**src/stbs_pkg.sv**
```systemverilog
`timescale 1ns / 1ps
// ----------------------------------------------------------------------------
// stbs_pkg
// shared types and constants of the sorted table binary search block
// ----------------------------------------------------------------------------
package stbs_pkg;

  localparam int TABLE_DEPTH = 1024;
  localparam int ADDR_W      = $clog2(TABLE_DEPTH);
  // signed probe bounds: low runs to depth, high down to minus one
  localparam int POS_W       = ADDR_W + 2;
  localparam int COUNT_W     = 11;
  localparam int INDEX_W     = 10;
  localparam int MATCH_W     = 10;
  localparam int DATA_W      = 32;

  typedef enum logic {
    KIND_WRITE  = 1'b0,
    KIND_SEARCH = 1'b1
  } kind_e;

  typedef struct packed {
    kind_e                    kind;
    logic [INDEX_W-1:0]       entry_index;
    logic signed [DATA_W-1:0] entry_value;
    logic signed [DATA_W-1:0] search_key;
  } item_t;

  typedef struct packed {
    logic               found;
    logic [MATCH_W-1:0] match_position;
  } result_t;

  // table memory access, one write and one read port
  typedef struct packed {
    logic              we;
    logic [ADDR_W-1:0] waddr;
    logic [DATA_W-1:0] wdata;
    logic              re;
    logic [ADDR_W-1:0] raddr;
  } ram_req_t;

endpackage

```
**src/stbs_search_ctrl.sv**
```systemverilog
`timescale 1ns / 1ps
// ----------------------------------------------------------------------------
// stbs_search_ctrl
// transaction decode and probe sequencer, one table probe per clock
// ----------------------------------------------------------------------------
module stbs_search_ctrl (
  input  logic                         clk_i,
  input  logic                         rst_ni,
  input  logic                         start_i,
  input  stbs_pkg::item_t              item_i,
  input  logic [stbs_pkg::COUNT_W-1:0] entry_count_i,
  output logic                         busy_o,
  output stbs_pkg::ram_req_t           ram_req_o,
  input  logic [stbs_pkg::DATA_W-1:0]  ram_rdata_i,
  output logic                         result_valid_o,
  output stbs_pkg::result_t            result_o
);
  import stbs_pkg::*;

  typedef enum logic [1:0] {
    ST_IDLE   = 2'b01,
    ST_SEARCH = 2'b10
  } state_e;

  state_e                   state_q, state_d;
  logic signed [POS_W-1:0]  low_q, low_d;
  logic signed [POS_W-1:0]  high_q, high_d;
  logic [ADDR_W-1:0]        mid_q, mid_d;
  logic signed [DATA_W-1:0] key_q, key_d;
  logic                     result_valid_q, result_valid_d;
  result_t                  result_q, result_d;

  logic                     accept;
  logic [ADDR_W:0]          count_sat;
  logic signed [POS_W-1:0]  mid_ext;
  logic signed [POS_W-1:0]  sum;
  logic                     key_lt, key_gt;

  assign accept = start_i && (state_q == ST_IDLE);

  // clamp the count to the table depth
  assign count_sat = (32'(entry_count_i) > 32'(TABLE_DEPTH)) ?
                     (ADDR_W+1)'(TABLE_DEPTH) : (ADDR_W+1)'(entry_count_i);

  assign mid_ext = $signed({2'b00, mid_q});
  assign key_lt  = key_q < $signed(ram_rdata_i);
  assign key_gt  = key_q > $signed(ram_rdata_i);

  always_comb begin
    state_d        = state_q;
    low_d          = low_q;
    high_d         = high_q;
    mid_d          = mid_q;
    key_d          = key_q;
    result_valid_d = 1'b0;
    result_d       = result_q;
    sum            = '0;

    ram_req_o.we    = 1'b0;
    ram_req_o.waddr = ADDR_W'(item_i.entry_index);
    ram_req_o.wdata = item_i.entry_value;
    ram_req_o.re    = 1'b0;
    ram_req_o.raddr = mid_q;

    case (state_q)
      ST_IDLE: begin
        if (accept) begin
          if (item_i.kind == KIND_WRITE) begin
            ram_req_o.we = 32'(item_i.entry_index) < 32'(TABLE_DEPTH);
          end else begin
            key_d  = item_i.search_key;
            low_d  = '0;
            high_d = $signed(POS_W'(count_sat)) - POS_W'(1);
            if (count_sat == '0) begin
              result_valid_d = 1'b1;
              result_d       = '0;
            end else begin
              sum             = high_d;
              mid_d           = sum[ADDR_W:1];
              ram_req_o.re    = 1'b1;
              ram_req_o.raddr = mid_d;
              state_d         = ST_SEARCH;
            end
          end
        end
      end
      ST_SEARCH: begin
        if (!key_lt && !key_gt) begin
          result_valid_d = 1'b1;
          result_d.found = 1'b1;
          result_d.match_position = MATCH_W'(mid_q);
          state_d = ST_IDLE;
        end else begin
          if (key_lt) begin
            high_d = mid_ext - POS_W'(1);
          end else begin
            low_d = mid_ext + POS_W'(1);
          end
          if (low_d <= high_d) begin
            sum             = low_d + high_d;
            mid_d           = sum[ADDR_W:1];
            ram_req_o.re    = 1'b1;
            ram_req_o.raddr = mid_d;
          end else begin
            result_valid_d = 1'b1;
            result_d       = '0;
            state_d        = ST_IDLE;
          end
        end
      end
      default: begin
        state_d = ST_IDLE;
      end
    endcase
  end

  always_ff @(posedge clk_i or negedge rst_ni) begin
    if (!rst_ni) begin
      state_q        <= ST_IDLE;
      result_valid_q <= 1'b0;
    end else begin
      state_q        <= state_d;
      result_valid_q <= result_valid_d;
    end
  end

  always_ff @(posedge clk_i) begin
    low_q    <= low_d;
    high_q   <= high_d;
    mid_q    <= mid_d;
    key_q    <= key_d;
    result_q <= result_d;
  end

  assign busy_o         = (state_q != ST_IDLE);
  assign result_valid_o = result_valid_q;
  assign result_o       = result_q;

endmodule

```
**config.mk**
```make
export PLATFORM = sky130hd
export DESIGN_NAME = stbs_search_ctrl
export DESIGN_NICKNAME = d
export VERILOG_FILES = /design/src/stbs_pkg.sv /design/src/stbs_search_ctrl.sv
export SDC_FILE = /design/constraint.sdc
export NUM_CORES = 1
export LEC_CHECK = 0
export BUFFER_PORTS_ARGS = -buffer_cell sky130_fd_sc_hd__buf_2
export CAP_MARGIN = 30
export CORE_ASPECT_RATIO = 1.1
export CORE_UTILIZATION = 43
export CTS_CLUSTER_DIAMETER = 30
export CTS_CLUSTER_SIZE = 16
export DETAILED_ROUTE_END_ITERATION = 16
export GPL_TIMING_DRIVEN = 1
export PLACE_DENSITY_LB_ADDON = 0.2
export RECOVER_POWER = 25
export SYNTH_ARGS = -nofsm -noshare
export SYNTH_HDL_FRONTEND = slang
export SYNTH_SLANG_ARGS = --single-unit
export TNS_END_PERCENT = 30
```
**constraint.sdc**
```tcl
create_clock -name clk_i -period 9.16 [get_ports clk_i]
set_clock_uncertainty 0.1 [all_clocks]
set_input_delay 1.832 -clock clk_i [delete_from_list [all_inputs] [get_ports clk_i]]
set_output_delay 1.832 -clock clk_i [all_outputs]
set_load 0.03 [all_outputs]
```
==> out/results.tsv <==
metric	value	unit
status	complete, but fails checks	
violations	max-capacitance violations, max-slew violations	
r2r-end	mid_q[8]	
cts_buffers	9	
clkTransAtPathRegs	60	ps
ios	188	
cts_tree	built	
period_share	94.7	%
cp_num_buf_inv	4	
crit_arrival	6740	ps
crit_fanout	39	
power.leakage	2.86	nW
hpwl	10.8	mm
syn_nets	808	
hold_path_class	reg -> reg	
setup_slack	487	ps
final_antenna_net_count	0	
critical-path-top-delay-family	simple AND/OR/NAND/NOR gates	
critical_path.endpoint_type	output port	
timing.rr.start	key_q[5]	
drv_slew	40	
worstSetupStartpointType	input pin	
reg2reg_depth	19	
drc	0	
cts_resized	0	
ys_seq_area_share	40.5	%
ir_worst_vdd	0.150	mV
period_needed	8670	ps
hold_slack	425	ps
grt_pass1_wl	22.3	mm
diodes	0	
cp_num_cells	21	
start_util	44.3	%
cts_setup_buffers	0	
via_count	4663	
first_pass_iters	5	
clock_latency	340	ps
worst_pin_slew	1720	ps
dieArea	0.0142	mm²
synth_ff_type	edfxtp_1	
max_stage_delay	520	ps
synth_cell_types	59	
gp_congestion	0.900	
hold_buffers	0	
cts_sinks	80	
worstSetupPathType	in -> out	
nFillCells	1289	
syn_area	0.00590	mm²
ys_ff_latch	80	
grt_start_max_net_pins	50	
io_buffers	103	
dp_slack	553	ps
syn_inst	628	
area_delta_synth_final	10.9	%
dieWidth	114	µm
clk_path_buf_depth	2	
setup_tns	0	ps
critPathLaunch	ram_rdata_i[5]	
synth_area_per_cell	9.40	µm²
grt_overflow	0	
crit_chain	buf_2 > inv_1 > ha_1 > a21oi_1 > o21ai_0 > a221o_1 > o31ai_1 > and3_4 > nand2_1 > o21ai_0 > inv_1 > ha_1 > nand3b_1 > nor4_1 > nand2_1 > mux2_4 > o41a_1 > nand2_2 > nand3b_2 > o211ai_1 > buf_2	
cp_slowest_cell	and3_4	
avgRoutedWirePerCell	16.2	µm
grt_usage	20.3	%
rsz0062_at_grt	no	
async_flop_share	3.75	%
fmax	115	MHz
htreeDepth	3	
antenna_found_initial	0	
required	7230	ps
viasPerCell	5.38	
layout-drive-gt1-share	17.6	%
drt_iter0_drc	341	
hold_viol	0	
rows	44	
wl	14.1	mm
synth_edf_count	77	
core_area	0.0133	mm²
slew-limit-headroom	-14.9	%
fin_nets	858	
drv_cap	1	
setup_violations	0	
crit_end	ram_req_o[4]	
clock_tree.root_cell	clkbuf_16	
power.density	270	mW/mm²
synth.yosys.warnings	0	
grt_pass1_vias	4522	
chipHeight	125	µm
r2r_slack	3500	ps
## worst register-to-register path, stage by stage, from the launching register on
cell and delay (ps):
edfxtp_1 370, ha_1 300, a21oi_1 140, o21ai_0 110
a221o_1 340, o31ai_1 320, and3_4 520, nand2_1 110
o21ai_0 160, inv_1 90, ha_1 330, nand3b_1 200
nor4_1 460, nand2_1 110, mux2_4 290, o41a_1 410
nand2_2 190, nand2_1 110, a21oi_1 450, buf_4 280
## sequential cells by signal, summed over array words and instances, names as in the netlist
name            cells
mid_q              10
state_q             2
high_q             12
key_q              32
result_valid_o      1
low_q              12
result_o           11
## report_power, final
| part | internal [mW] | switching [mW] |
|---|---|---|
| Combinational | 0.309 | 0.576 |
| Sequential | 0.482 | 0.0417 |
| Clock | 0.209 | 0.147 |
| Total | 1.00 | 0.765 |
## how the worst min path moves through the flow
stage                    start         end  slack (ps)  cells past startpoint
detailed placement  state_q[0]  state_q[0]         420                      1
floorplan           state_q[0]  state_q[0]         400                      1
global placement    state_q[0]  state_q[0]         410                      1
global route        state_q[0]  state_q[0]         440                      1
finish              state_q[0]  state_q[0]         430                      1
CTS                 state_q[0]  state_q[0]         430                      1
## metal layers
metal | global-route usage, % | part of all wire (%) | up-vias
met4 | 9.83 | 2.8 | 0
met2 | 33.8 | 47 | 166
met1 | 25.3 | 44 | 2175
met3 | 3.55 | 5.8 | 36
met5 | 0 | 0 | -
li1 | - | - | 2286
## cell usage in the layout, fill, tap and decap left out, types with 16 or more instances in the layout
cell type	instances
ha_1	59
a21oi_1	54
inv_1	59
edfxtp_1	77
nor2_1	35
nand2_1	59
xnor2_1	19
buf_2	89
o21ai_0	23
nand3_1	16
and3_1	18
## cell type report
type,instances,area [µm²],area share (%)
multi-input cells,420,2880,44.0
flip-flops and latches,80,2390,36.5
repair buffers,108,536,8.18
well taps,184,230,3.52
clock buffers,10,229,3.50
inverters,59,221,3.38
clock inverters,6,60.1,0.918
## metrics by stage
stage / cells / utilization [%] / area, µm² / total power, mW
after detailed placement: 850 / 47.0 / 6270 / 1.41
after CTS: 866 / 49.2 / 6560 / 1.77
after global routing: 867 / 49.1 / 6540 / 1.90
final: 867 / 49.1 / 6540 / 1.76
after floorplan: 628 / - / 5900 / 1.20
after global placement: 849 / 47.0 / 6260 / 1.39
## Yosys cell counts, drive strengths merged (5+ instances only)
cell,number,area [µm²]
nand3,16,80.1
a21o,13,97.6
nand3b,5,41.3
xor2,12,105
nor2b,6,37.5
xnor2,19,166
nor4,7,50.1
a21oi,54,270
clkbuf,25,93.8
and2,15,93.8
inv,59,221
o21bai,5,37.5
and3,19,124
edfxtp,77,2310
ha,59,738
nor2,36,135
nand2,60,228
nor3,13,70.1
nand4,6,43.8
a31oi,6,37.5
o21ai,24,120
buf,44,323
## cells by family after synthesis
| kind of cell | Yosys count | share of synthesized area, % |
|---|---|---|
| buf+inv | 128 | 10.8 |
| fa+ha+maj | 59 | 12.5 |
| flops | 80 | 40.5 |
| simple gates | 192 | 16.4 |
| mux | 7 | 1.31 |
| compound gates | 131 | 13.9 |
| xor+xnor | 31 | 4.60 |
No activity file was read; power rests on OpenSTA's default activity.
